--- src/hdl/assert_macros.svh ---
// Assertion macros shared by the RTL.
// ASSERT_SYNC checks a property at every rising clock edge outside reset.
// ASSERT_ALWAYS checks a property at every rising clock edge, reset included.
`ifndef ASSERT_MACROS_SVH
`define ASSERT_MACROS_SVH
`ifndef SYNTH
`define ASSERT_SYNC(label, clk, rst_n, prop) \
    label: assert property (@(posedge clk) disable iff (!rst_n) prop) \
        else $error("assertion failed: synchronous check");
`define ASSERT_ALWAYS(label, clk, prop) \
    label: assert property (@(posedge clk) prop) \
        else $error("assertion failed: unconditional check");
`else
`define ASSERT_SYNC(label, clk, rst_n, prop)
`define ASSERT_ALWAYS(label, clk, prop)
`endif
`endif

--- src/hdl/ucd_pkg.sv ---
`default_nettype none

package ucd_pkg;

    // Stream widths.
    localparam int IN_W        = 46;
    localparam int IN_TDATA_W  = 48;
    localparam int OUT_TDATA_W = 48;

    // Result field widths.
    localparam int YEAR_W = 22;
    localparam int MON_W  = 4;
    localparam int DAY_W  = 5;
    localparam int HOUR_W = 5;
    localparam int MIN_W  = 6;
    localparam int SEC_W  = 6;

    // Shifted time: the input plus the era offset always lands in [0, 2^47).
    localparam int SHIFT_W = 47;
    localparam logic [SHIFT_W-1:0] SEC_SHIFT = 47'd46387767571200;

    // Divisors. A day is 128 * 675 seconds, so days come from a shift and a divide by 675.
    localparam int unsigned DAY_LO_DIV  = 675;
    localparam int unsigned SEC_PER_MIN = 60;
    localparam int unsigned ERA_DAYS    = 146097;
    localparam int unsigned YEAR_MUL    = 2939745;
    localparam int unsigned DOY_DIV     = YEAR_MUL * 4;
    localparam int unsigned MONTH_DIV   = 2141;

    // Widths of intermediate values.
    localparam int QHI_W  = 11;
    localparam int QLO_W  = 20;
    localparam int DAYS_W = 30;
    localparam int SOD_W  = 17;
    localparam int CENT_W = 15;
    localparam int REM_W  = 18;
    localparam int MINS_W = 11;
    localparam int PY_W   = 40;
    localparam int YOC_W  = 7;
    localparam int DOY_W  = 9;
    localparam int N4_W   = 20;

    // Month and year constants.
    localparam logic [N4_W-1:0]   MONTH_MUL  = 20'd2141;
    localparam logic [N4_W-1:0]   MONTH_ADD  = 20'd197913;
    localparam logic [DOY_W-1:0]  MARCH_SPAN = 9'd306;
    localparam logic [YEAR_W-1:0] CENT_YEARS = 22'd100;
    localparam logic [YEAR_W-1:0] YEAR_BIAS  = 22'd1469900;
    localparam logic [MON_W-1:0]  MONTHS_PER_YEAR = 4'd12;
    localparam logic [HOUR_W-1:0] HOURS_PER_DAY   = 5'd24;

    // Time of day.
    typedef struct packed {
        logic [HOUR_W-1:0] hour;
        logic [MIN_W-1:0]  minute;
        logic [SEC_W-1:0]  second;
    } t_tod;

    // Sideband carried through the day-of-year division.
    typedef struct packed {
        logic [YOC_W-1:0]  yoc;
        t_tod              tod;
        logic [CENT_W-1:0] cent;
    } t_y_side;

    // Sideband carried through the day-of-month division.
    typedef struct packed {
        logic [YEAR_W-1:0] year_shifted;
        logic              jan_feb;
        logic [MON_W-1:0]  mon_m;
        t_tod              tod;
    } t_m_side;

endpackage

`default_nettype wire

--- src/hdl/ucd_cdiv.sv ---
`default_nettype none

// Pipelined division by a constant: reciprocal multiply, back-multiply, one correction.
// Three register stages, one transfer per cycle unless the output stalls, sideband travels with the operand.
module ucd_cdiv #(
    parameter int unsigned XW      = 32,
    parameter int unsigned QW      = 16,
    parameter int unsigned SW      = 1,
    parameter int unsigned DIVISOR = 3
) (
    input  logic                         i_clk,
    input  logic                         i_rst_n,
    input  logic                         i_valid,
    output logic                         o_ready,
    input  logic [XW-1:0]                i_x,
    input  logic [SW-1:0]                i_side,
    output logic                         o_valid,
    input  logic                         i_ready,
    output logic [QW-1:0]                o_q,
    output logic [$clog2(DIVISOR)-1:0]   o_r,
    output logic [SW-1:0]                o_side
);

`include "assert_macros.svh"

    localparam int RW = $clog2(DIVISOR);
    // Truncated reciprocal; the estimate it gives is the quotient or one less.
    localparam longint unsigned MFULL = (64'd1 << XW) / 64'(DIVISOR);
    localparam int MW = $clog2(MFULL + 64'd1);
    localparam int PW = XW + MW;
    localparam logic [MW-1:0] RECIP = MW'(MFULL);
    localparam logic [XW-1:0] DIV_X = XW'(DIVISOR);

    logic          r_v1, r_v2, r_v3;
    logic          w_ce1, w_ce2, w_ce3;
    logic [XW-1:0] r_x1, r_x2;
    logic [PW-1:0] r_p1, n_p1;
    logic [SW-1:0] r_s1, r_s2, r_s3;
    logic [QW-1:0] r_q2, n_q2, r_q3, n_q3;
    logic [XW-1:0] r_qd2, n_qd2;
    logic [RW-1:0] r_r3, n_r3;
    logic [XW-1:0] w_rest;
    logic          w_fix;

    // A stage takes a new item when it is empty or its content moves on.
    assign w_ce3   = !r_v3 || i_ready;
    assign w_ce2   = !r_v2 || w_ce3;
    assign w_ce1   = !r_v1 || w_ce2;
    assign o_ready = w_ce1;

    always_ff @(posedge i_clk) begin
        if (!i_rst_n) begin
            r_v1 <= 1'b0;
            r_v2 <= 1'b0;
            r_v3 <= 1'b0;
        end else begin
            if (w_ce1) begin
                r_v1 <= i_valid;
            end
            if (w_ce2) begin
                r_v2 <= r_v1;
            end
            if (w_ce3) begin
                r_v3 <= r_v2;
            end
        end
    end

    // Stage 1: multiply by the reciprocal.
    assign n_p1 = PW'(i_x) * PW'(RECIP);

    // Stage 2: quotient estimate and its product with the divisor.
    assign n_q2  = QW'(r_p1 >> XW);
    assign n_qd2 = XW'(n_q2) * DIV_X;

    // Stage 3: remainder and a single correction step.
    assign w_rest = r_x2 - r_qd2;
    assign w_fix  = (w_rest >= DIV_X);
    assign n_q3   = w_fix ? (r_q2 + QW'(1)) : r_q2;
    assign n_r3   = RW'(w_fix ? (w_rest - DIV_X) : w_rest);

    always_ff @(posedge i_clk) begin
        if (w_ce1) begin
            r_x1 <= i_x;
            r_p1 <= n_p1;
            r_s1 <= i_side;
        end
        if (w_ce2) begin
            r_x2  <= r_x1;
            r_q2  <= n_q2;
            r_qd2 <= n_qd2;
            r_s2  <= r_s1;
        end
        if (w_ce3) begin
            r_q3 <= n_q3;
            r_r3 <= n_r3;
            r_s3 <= r_s2;
        end
    end

    assign o_valid = r_v3;
    assign o_q     = r_q3;
    assign o_r     = r_r3;
    assign o_side  = r_s3;

    `ASSERT_SYNC(a_rem_in_range, i_clk, i_rst_n, r_v3 |-> (XW'(r_r3) < DIV_X))
    `ASSERT_SYNC(a_est_not_high, i_clk, i_rst_n, r_v2 |-> (r_qd2 <= r_x2))
    `ASSERT_ALWAYS(a_reset_empties, i_clk, !i_rst_n |=> !r_v3)

endmodule

`default_nettype wire

--- src/hdl/unix_seconds_to_civil_datetime.sv ---
// One timestamp per cycle unless the output stalls; seven chained constant dividers of three stages
// each plus four single-stage registers carry the work, every stage with its own valid.
// Reset (synchronous, active low) empties the pipeline; data registers keep their value.
// A stall on the output holds only the full stages; bubbles ahead of it still close up.
`default_nettype none

module unix_seconds_to_civil_datetime (
    input  logic                               i_clk,
    input  logic                               i_rst_n,
    input  logic                               i_s_axis_tvalid,
    output logic                               o_s_axis_tready,
    // [45:0] unix_seconds, [47:46] zero
    input  logic [ucd_pkg::IN_TDATA_W-1:0]     i_s_axis_tdata,
    output logic                               o_m_axis_tvalid,
    input  logic                               i_m_axis_tready,
    // [21:0] years_since_1900, [25:22] month_index, [30:26] day_of_month,
    // [35:31] hour_of_day, [41:36] minute_of_hour, [47:42] second_of_minute
    output logic [ucd_pkg::OUT_TDATA_W-1:0]    o_m_axis_tdata
);

    import ucd_pkg::*;

`include "assert_macros.svh"

    // Stage A: sign extension and era offset.
    logic               r_va, w_ce_a;
    logic [SHIFT_W-1:0] r_shifted, n_shifted;
    logic [IN_W-1:0]    w_in;

    // Divider handshakes and results.
    logic w_d1_ready, w_d1_valid, w_d2_ready, w_d2_valid, w_d3_ready, w_d3_valid;
    logic w_d4_ready, w_d4_valid, w_d5_ready, w_d5_valid, w_d6_ready, w_d6_valid;
    logic w_d7_ready, w_d7_valid;

    logic [QHI_W-1:0]                 w_d1_q;
    logic [$clog2(DAY_LO_DIV)-1:0]    w_d1_r;
    logic [26:0]                      w_d1_side;
    logic [QLO_W-1:0]                 w_d2_q;
    logic [$clog2(DAY_LO_DIV)-1:0]    w_d2_r;
    logic [QHI_W+6:0]                 w_d2_side;
    logic [DAYS_W-1:0]                w_days;
    logic [SOD_W-1:0]                 w_sod;
    logic [CENT_W-1:0]                w_d3_q;
    logic [REM_W-1:0]                 w_d3_r;
    logic [SOD_W-1:0]                 w_d3_side;
    logic [MINS_W-1:0]                w_d4_q;
    logic [SEC_W-1:0]                 w_d4_r;
    logic [CENT_W+REM_W-1:0]          w_d4_side;
    logic [HOUR_W-1:0]                w_d5_q;
    logic [MIN_W-1:0]                 w_d5_r;
    logic [SEC_W+CENT_W+REM_W-1:0]    w_d5_side;
    logic [DOY_W-1:0]                 w_d6_q;
    t_y_side                          w_d6_side_in, w_d6_side;
    logic [DAY_W-1:0]                 w_d7_q;
    t_m_side                          w_d7_side_in, w_d7_side;

    // Stage B: year-of-century product.
    logic              r_vb, w_ce_b;
    logic [PY_W-1:0]   r_py, n_py;
    logic [CENT_W-1:0] r_b_cent;
    t_tod              r_b_tod, n_b_tod;
    logic [REM_W-1:0]  w_b_rem;

    // Stage C: shifted year and month product.
    logic              r_vc, w_ce_c;
    logic [YEAR_W-1:0] r_c_ys, n_c_ys;
    logic              r_c_jf, n_c_jf;
    logic [N4_W-1:0]   r_c_n4, n_c_n4;
    t_tod              r_c_tod;

    // Output register.
    logic              r_vo, w_ce_o;
    logic [YEAR_W-1:0] r_year, n_year;
    logic [MON_W-1:0]  r_mon, n_mon;
    logic [DAY_W-1:0]  r_day, n_day;
    t_tod              r_o_tod;

    // Stage A: the offset makes every input value non-negative.
    assign w_ce_a          = !r_va || w_d1_ready;
    assign o_s_axis_tready = w_ce_a;
    assign w_in            = i_s_axis_tdata[IN_W-1:0];
    assign n_shifted       = {w_in[IN_W-1], w_in} + SEC_SHIFT;

    always_ff @(posedge i_clk) begin
        if (!i_rst_n) begin
            r_va <= 1'b0;
        end else if (w_ce_a) begin
            r_va <= i_s_axis_tvalid;
        end
    end

    always_ff @(posedge i_clk) begin
        if (w_ce_a) begin
            r_shifted <= n_shifted;
        end
    end

    // Days: (shifted >> 7) / 675 as a two-digit long division, high 20 bits first.
    ucd_cdiv #(
        .XW(20), .QW(QHI_W), .SW(27), .DIVISOR(DAY_LO_DIV)
    ) u_div_day_hi (
        .i_clk   (i_clk),
        .i_rst_n (i_rst_n),
        .i_valid (r_va),
        .o_ready (w_d1_ready),
        .i_x     (r_shifted[SHIFT_W-1:27]),
        .i_side  (r_shifted[26:0]),
        .o_valid (w_d1_valid),
        .i_ready (w_d2_ready),
        .o_q     (w_d1_q),
        .o_r     (w_d1_r),
        .o_side  (w_d1_side)
    );

    ucd_cdiv #(
        .XW(30), .QW(QLO_W), .SW(QHI_W + 7), .DIVISOR(DAY_LO_DIV)
    ) u_div_day_lo (
        .i_clk   (i_clk),
        .i_rst_n (i_rst_n),
        .i_valid (w_d1_valid),
        .o_ready (w_d2_ready),
        .i_x     ({w_d1_r, w_d1_side[26:7]}),
        .i_side  ({w_d1_q, w_d1_side[6:0]}),
        .o_valid (w_d2_valid),
        .i_ready (w_d3_ready),
        .o_q     (w_d2_q),
        .o_r     (w_d2_r),
        .o_side  (w_d2_side)
    );

    assign w_days = DAYS_W'({w_d2_side[QHI_W+6:7], w_d2_q});
    assign w_sod  = {w_d2_r, w_d2_side[6:0]};

    // Century and day within the century from 4 * days + 3.
    ucd_cdiv #(
        .XW(32), .QW(CENT_W), .SW(SOD_W), .DIVISOR(ERA_DAYS)
    ) u_div_cent (
        .i_clk   (i_clk),
        .i_rst_n (i_rst_n),
        .i_valid (w_d2_valid),
        .o_ready (w_d3_ready),
        .i_x     ({w_days, 2'b11}),
        .i_side  (w_sod),
        .o_valid (w_d3_valid),
        .i_ready (w_d4_ready),
        .o_q     (w_d3_q),
        .o_r     (w_d3_r),
        .o_side  (w_d3_side)
    );

    // Seconds of day into minutes and seconds.
    ucd_cdiv #(
        .XW(SOD_W), .QW(MINS_W), .SW(CENT_W + REM_W), .DIVISOR(SEC_PER_MIN)
    ) u_div_sec (
        .i_clk   (i_clk),
        .i_rst_n (i_rst_n),
        .i_valid (w_d3_valid),
        .o_ready (w_d4_ready),
        .i_x     (w_d3_side),
        .i_side  ({w_d3_q, w_d3_r}),
        .o_valid (w_d4_valid),
        .i_ready (w_d5_ready),
        .o_q     (w_d4_q),
        .o_r     (w_d4_r),
        .o_side  (w_d4_side)
    );

    // Minutes of day into hours and minutes.
    ucd_cdiv #(
        .XW(MINS_W), .QW(HOUR_W), .SW(SEC_W + CENT_W + REM_W), .DIVISOR(SEC_PER_MIN)
    ) u_div_min (
        .i_clk   (i_clk),
        .i_rst_n (i_rst_n),
        .i_valid (w_d4_valid),
        .o_ready (w_d5_ready),
        .i_x     (w_d4_q),
        .i_side  ({w_d4_r, w_d4_side}),
        .o_valid (w_d5_valid),
        .i_ready (w_ce_b),
        .o_q     (w_d5_q),
        .o_r     (w_d5_r),
        .o_side  (w_d5_side)
    );

    // Stage B: year-of-century multiply on the day within the century.
    assign w_ce_b         = !r_vb || w_d6_ready;
    assign w_b_rem        = w_d5_side[REM_W-1:0] | REM_W'(3);
    assign n_py           = PY_W'(w_b_rem) * PY_W'(YEAR_MUL);
    assign n_b_tod.hour   = w_d5_q;
    assign n_b_tod.minute = w_d5_r;
    assign n_b_tod.second = w_d5_side[SEC_W+CENT_W+REM_W-1:CENT_W+REM_W];

    always_ff @(posedge i_clk) begin
        if (!i_rst_n) begin
            r_vb <= 1'b0;
        end else if (w_ce_b) begin
            r_vb <= w_d5_valid;
        end
    end

    always_ff @(posedge i_clk) begin
        if (w_ce_b) begin
            r_py     <= n_py;
            r_b_cent <= w_d5_side[CENT_W+REM_W-1:REM_W];
            r_b_tod  <= n_b_tod;
        end
    end

    // March-based day of year from the low product word.
    assign w_d6_side_in.yoc  = r_py[YOC_W+31:32];
    assign w_d6_side_in.tod  = r_b_tod;
    assign w_d6_side_in.cent = r_b_cent;

    ucd_cdiv #(
        .XW(32), .QW(DOY_W), .SW($bits(t_y_side)), .DIVISOR(DOY_DIV)
    ) u_div_doy (
        .i_clk   (i_clk),
        .i_rst_n (i_rst_n),
        .i_valid (r_vb),
        .o_ready (w_d6_ready),
        .i_x     (r_py[31:0]),
        .i_side  (w_d6_side_in),
        .o_valid (w_d6_valid),
        .i_ready (w_ce_c),
        .o_q     (w_d6_q),
        .o_r     (),
        .o_side  (w_d6_side)
    );

    // Stage C: shifted year and the month numerator.
    assign w_ce_c = !r_vc || w_d7_ready;
    assign n_c_jf = (w_d6_q >= MARCH_SPAN);
    assign n_c_ys = YEAR_W'(w_d6_side.cent) * CENT_YEARS + YEAR_W'(w_d6_side.yoc)
                    + YEAR_W'(n_c_jf);
    assign n_c_n4 = N4_W'(w_d6_q) * MONTH_MUL + MONTH_ADD;

    always_ff @(posedge i_clk) begin
        if (!i_rst_n) begin
            r_vc <= 1'b0;
        end else if (w_ce_c) begin
            r_vc <= w_d6_valid;
        end
    end

    always_ff @(posedge i_clk) begin
        if (w_ce_c) begin
            r_c_ys  <= n_c_ys;
            r_c_jf  <= n_c_jf;
            r_c_n4  <= n_c_n4;
            r_c_tod <= w_d6_side.tod;
        end
    end

    // Day of month from the low 16 bits of the month numerator.
    assign w_d7_side_in.year_shifted = r_c_ys;
    assign w_d7_side_in.jan_feb      = r_c_jf;
    assign w_d7_side_in.mon_m        = r_c_n4[N4_W-1:16];
    assign w_d7_side_in.tod          = r_c_tod;

    ucd_cdiv #(
        .XW(16), .QW(DAY_W), .SW($bits(t_m_side)), .DIVISOR(MONTH_DIV)
    ) u_div_dom (
        .i_clk   (i_clk),
        .i_rst_n (i_rst_n),
        .i_valid (r_vc),
        .o_ready (w_d7_ready),
        .i_x     (r_c_n4[15:0]),
        .i_side  (w_d7_side_in),
        .o_valid (w_d7_valid),
        .i_ready (w_ce_o),
        .o_q     (w_d7_q),
        .o_r     (),
        .o_side  (w_d7_side)
    );

    // Output register: rebase the year, turn the March-based month into January-based.
    assign w_ce_o = !r_vo || i_m_axis_tready;
    assign n_year = w_d7_side.year_shifted - YEAR_BIAS;
    assign n_mon  = (w_d7_side.jan_feb ? (w_d7_side.mon_m - MONTHS_PER_YEAR)
                                       : w_d7_side.mon_m) - MON_W'(1);
    assign n_day  = w_d7_q + DAY_W'(1);

    always_ff @(posedge i_clk) begin
        if (!i_rst_n) begin
            r_vo <= 1'b0;
        end else if (w_ce_o) begin
            r_vo <= w_d7_valid;
        end
    end

    always_ff @(posedge i_clk) begin
        if (w_ce_o) begin
            r_year  <= n_year;
            r_mon   <= n_mon;
            r_day   <= n_day;
            r_o_tod <= w_d7_side.tod;
        end
    end

    assign o_m_axis_tvalid = r_vo;
    assign o_m_axis_tdata  = {r_o_tod.second, r_o_tod.minute, r_o_tod.hour,
                              r_day, r_mon, r_year};

    `ASSERT_SYNC(a_month_range, i_clk, i_rst_n, r_vo |-> (r_mon < MONTHS_PER_YEAR))
    `ASSERT_SYNC(a_day_nonzero, i_clk, i_rst_n, r_vo |-> (r_day != '0))
    `ASSERT_SYNC(a_hour_range, i_clk, i_rst_n, r_vo |-> (r_o_tod.hour < HOURS_PER_DAY))

endmodule

`default_nettype wire
--- config.mk ---
export PLATFORM = sky130hd
export DESIGN_NAME = unix_seconds_to_civil_datetime
export DESIGN_NICKNAME = d
export VERILOG_FILES = /design/src/hdl/ucd_pkg.sv /design/src/hdl/ucd_cdiv.sv /design/src/hdl/unix_seconds_to_civil_datetime.sv
export VERILOG_INCLUDE_DIRS = /design/src /design/src/hdl
export SDC_FILE = /design/constraint.sdc
export NUM_CORES = 2
export LEC_CHECK = 0
export ABC_AREA = 0
export BUFFER_PORTS_ARGS = -buffer_cell sky130_fd_sc_hd__buf_2
export CORE_MARGIN = 5
export CORE_UTILIZATION = 40
export CTS_BUF_LIST = sky130_fd_sc_hd__clkbuf_8
export DETAILED_ROUTE_END_ITERATION = 7
export SKIP_LAST_GASP = 1
export SLEW_MARGIN = 10
export SYNTH_ARGS = -nofsm -noshare
export SYNTH_HDL_FRONTEND = slang
export SYNTH_SLANG_ARGS = --single-unit
--- constraint.sdc ---
create_clock -name i_clk -period 8.8 [get_ports i_clk]
set_clock_uncertainty 0.1 [all_clocks]
set_input_delay 0.44 -clock i_clk [delete_from_list [all_inputs] [get_ports i_clk]]
set_output_delay 0.44 -clock i_clk [all_outputs]
set_load 0.1 [all_outputs]
==> impl_metrics.ini <==
[synth]
yosysTopAreaCellShare_pct = 43.69
synthTopCellsByCount = inv_1, edfxtp_1, ha_1, fa_1, xnor2_1
netlist_instances = 8490
avgSynthCellArea_um2 = 12.78
synth_seq_cells = 1604
synth.area.top_cells = edfxtp_1, ha_1, fa_1
synth_edf_count = 1579
synth.yosys.warnings = 0
yosys.area.top_type = edfxtp_1
seq_area_frac_synth_pct = 44.16
synthArstFlopShare_pct = 0
yosysMostFrequentCell = inv_1
ys_types = 93
syn_nets = 10934
syn_area_um2 = 108500
synth_flop_cell = edfxtp_1

[clocking]
clk_pin_slew_worst_paths_ps = 60
hold_buffers = 78
clk-insertion-delay-late_ps = 920
cts_resized = 0
cts_setup_buffers = 0
numCtsBuffers = 284
htreeDepth = 5
clock-root-buffer = clkbuf_8
numClockSinks = 1604
clockBufferDepth = 4
cts_tree = yes

[detailed_routing]
drcViolationCount = 0
via_per_inst = 4.834
final_antenna_net_count = 0
drt_wl_total_mm = 196.5
drt_iter0_drc = 2428
vias = 61483
wl_per_cell_um = 15.45
dr.pass1.iters = 5

[cells_and_area]
fillerInstances = 24562
nNetsFinal = 11385
stdcell_count = 12718
area_delta_synth_final_pct = 10.36
drive_gt1_share_pct = 6.246

[placement]
dp_hpwl_mm = 154.2
io_buffer_count = 99
place_inst = 12147
gp_congestion = 0.8834

[grt]
grt_pass1_wl_mm = 330.0
antenna_found_initial = 7
grt_start_max_net_pins = 77
grt_pass1_vias = 66024
gr-total-overflow = 0
groute.usage.overall_pct = 14.26

[worst_setup_path]
crit_top_cell = fa_1
ff2ff_setup_slack_ps = 1500
crit_type = reg2reg
path_cells = fa_1 -> ha_1 -> ha_1 -> inv_1 -> fa_1 -> fa_1 -> fa_1 -> inv_1 -> ha_1 -> o211ai_1 -> o221ai_1 -> a22oi_1 -> o211a_1 -> o211ai_1 -> o31ai_1 -> a22oi_1 -> a41o_1 -> o41ai_1 -> o2111ai_1 -> a21oi_1 -> xnor2_1
path_buf_inv = 2
endpoint_kind = flip-flop
start_kind = flip-flop
crit_start = u_div_day_hi.o_side[13]$_DFFE_PP_
endpoint = u_div_day_lo.r_p1[49]$_DFFE_PP_
cp_top_family = compound AO/OA/AOI/OAI gates
cpMaxStageDelayCell = edfxtp_1
critical_path_arrival_ps = 7810
crit_path_max_incr_delay_ps = 770
reg2reg_from = u_div_day_hi.o_side[13]$_DFFE_PP_
worstPathRequired_ps = 9300
r2r_end = u_div_day_lo.r_p1[49]$_DFFE_PP_
cp.depth = 21
crit_fanout = 9
r2r_cells = 21

[die]
initial_utilization_pct = 40.11
dieArea_um2 = 281800
die_w_um = 530.9
die_h_um = 530.9
rows = 191
io_pins = 102
coreArea_um2 = 270500

[run_status]
outcome = completed

[worst_hold_path]
hp-class = in2reg

[sta]
hold_ws_ps = 185.9
final.setup.tns_ps = 0
period_needed_ps = 7304
worstMarginPinSlew_ps = 1132
hold_viol = 0
fmax_mhz = 136.9
finalSetupViolations = 0
drv_slew = 0
relSlewSlack_pct = 24.56
rsz0062_at_grt = no
finalCritPeriodShare_pct = 83.00

[run]
cap_violations = 0
worst register-to-register path, stage by stage, from the launching register on:
cell and delay [ps]:
edfxtp_1 770, fa_1 520, ha_1 290, ha_1 180, inv_1 60, fa_1 430, fa_1 510, fa_1 490
inv_1 40, ha_1 280, o211ai_1 230, o221ai_1 160, a22oi_1 260, o211a_1 250, o211ai_1 230, o31ai_1 510
a22oi_1 230, a41o_1 330, o41ai_1 610, o2111ai_1 270, a21oi_1 220, xnor2_1 80
per-stage QoR:
| step | setup slack (ps) | utilization [%] | instance area (um^2) |
|---|---|---|---|
| 2_1_floorplan | 552.8 | - | 108500 |
| 3_3_place_gp | 1425 | 41.98 | 113600 |
| 3_5_place_dp | 1425 | 41.98 | 113600 |
| 4_1_cts | 1350 | 44.26 | 119700 |
| 5_1_grt | 1061 | 44.27 | 119800 |
| 6_report | 1496 | 44.27 | 119800 |
flip-flops by register name, summed over array words and instances (netlist names), 30 cells and up:
name                cells
r_py                   37
r_shifted              47
u_div_cent.r_qd2       32
u_div_cent.r_x1        30
u_div_cent.r_x2        30
u_div_day_lo.r_qd2     30
u_div_day_lo.r_x1      30
u_div_day_lo.r_x2      30
u_div_dom.o_side       44
u_div_dom.r_s1         44
u_div_dom.r_s2         44
u_div_doy.o_side       39
u_div_doy.r_s1         39
u_div_doy.r_s2         39
u_div_doy.r_x1         30
u_div_doy.r_x2         30
u_div_min.o_side       37
u_div_min.r_s1         37
u_div_min.r_s2         37
u_div_sec.o_side       31
u_div_sec.r_s1         31
u_div_sec.r_s2         31
worst min path at each step:
stage	from	end	cells after the start
2_1_floorplan	u_div_dom.o_side[12]$_DFFE_PP_	o_m_axis_tdata[31]$_DFFE_PP_	0
3_5_place_dp	u_div_dom.o_side[7]$_DFFE_PP_	o_m_axis_tdata[37]$_DFFE_PP_	0
4_1_cts	i_s_axis_tdata[3]	r_shifted[3]$_DFFE_PP_	2
6_report	i_s_axis_tdata[7]	r_shifted[7]$_DFFE_PP_	2
3_3_place_gp	u_div_day_hi.r_p1[1]$_DFFE_PP_	u_div_day_hi.r_x2[1]$_DFFE_PP_	0
5_1_grt	i_s_axis_tdata[1]	r_shifted[1]$_DFFE_PP_	2
per-layer routing:
metal | global-route usage [%] | part of all wire, % | up-vias
li1 | - | - | 30084
met1 | 17.80 | 43 | 30102
met2 | 25.62 | 51 | 937
met3 | 2.103 | 3.8 | 360
met4 | 4.076 | 2.7 | 0
met5 | 0 | 0 | -
cell families after synthesis:
family	Yosys count	synth area share, %
muxes	28	0.2733
buffers and inverters	1756	6.093
AOI/OAI and AO/OA	1091	6.587
DFF	1604	44.16
xor gates and xnor gates	511	4.137
and+or+nand+nor	1108	5.155
adders and majority gates	2392	33.60
layout by cell type, fill, tap and decap left out, types with 15 or more instances in the layout:
master / n
o211ai_1: 22
nor2b_1: 82
xor2_1: 157
bufinv_16: 18
buf_2: 99
o31ai_1: 20
nand4_1: 53
xnor2_1: 353
or2_2: 22
nand2_1: 198
ha_1: 1522
a2111oi_0: 20
nor4_1: 17
a21boi_0: 29
clkinv_2: 25
mux2i_1: 15
a21o_1: 129
clkbuf_8: 293
inv_1: 1780
nor3_1: 95
fa_1: 870
a31oi_1: 34
o21bai_1: 70
or3_1: 27
and2_1: 26
nor3b_1: 20
nand3_1: 108
nor2_1: 282
dfxtp_1: 25
a211oi_1: 26
dlygate4sd3_1: 78
buf_4: 21
o21ai_0: 187
nand2b_1: 57
clkinv_1: 56
edfxtp_1: 1579
and3_1: 60
a21oi_1: 319
o21a_1: 79
cell type report:
class	instances	area, um^2	share of cell area, %
multi-input combinational	5130	54060	45.14
sequential	1604	47920	40.01
inverter	1723	6467	5.400
tap	3570	4467	3.730
clock buffer	293	4033	3.367
timing repair buffer	198	1434	1.197
clock inverter	194	1363	1.138
antenna	6	15.01	0.01254
Power is not shown: default switching activity piles up to over one toggle a cycle in this logic, so the estimate is an artifact.
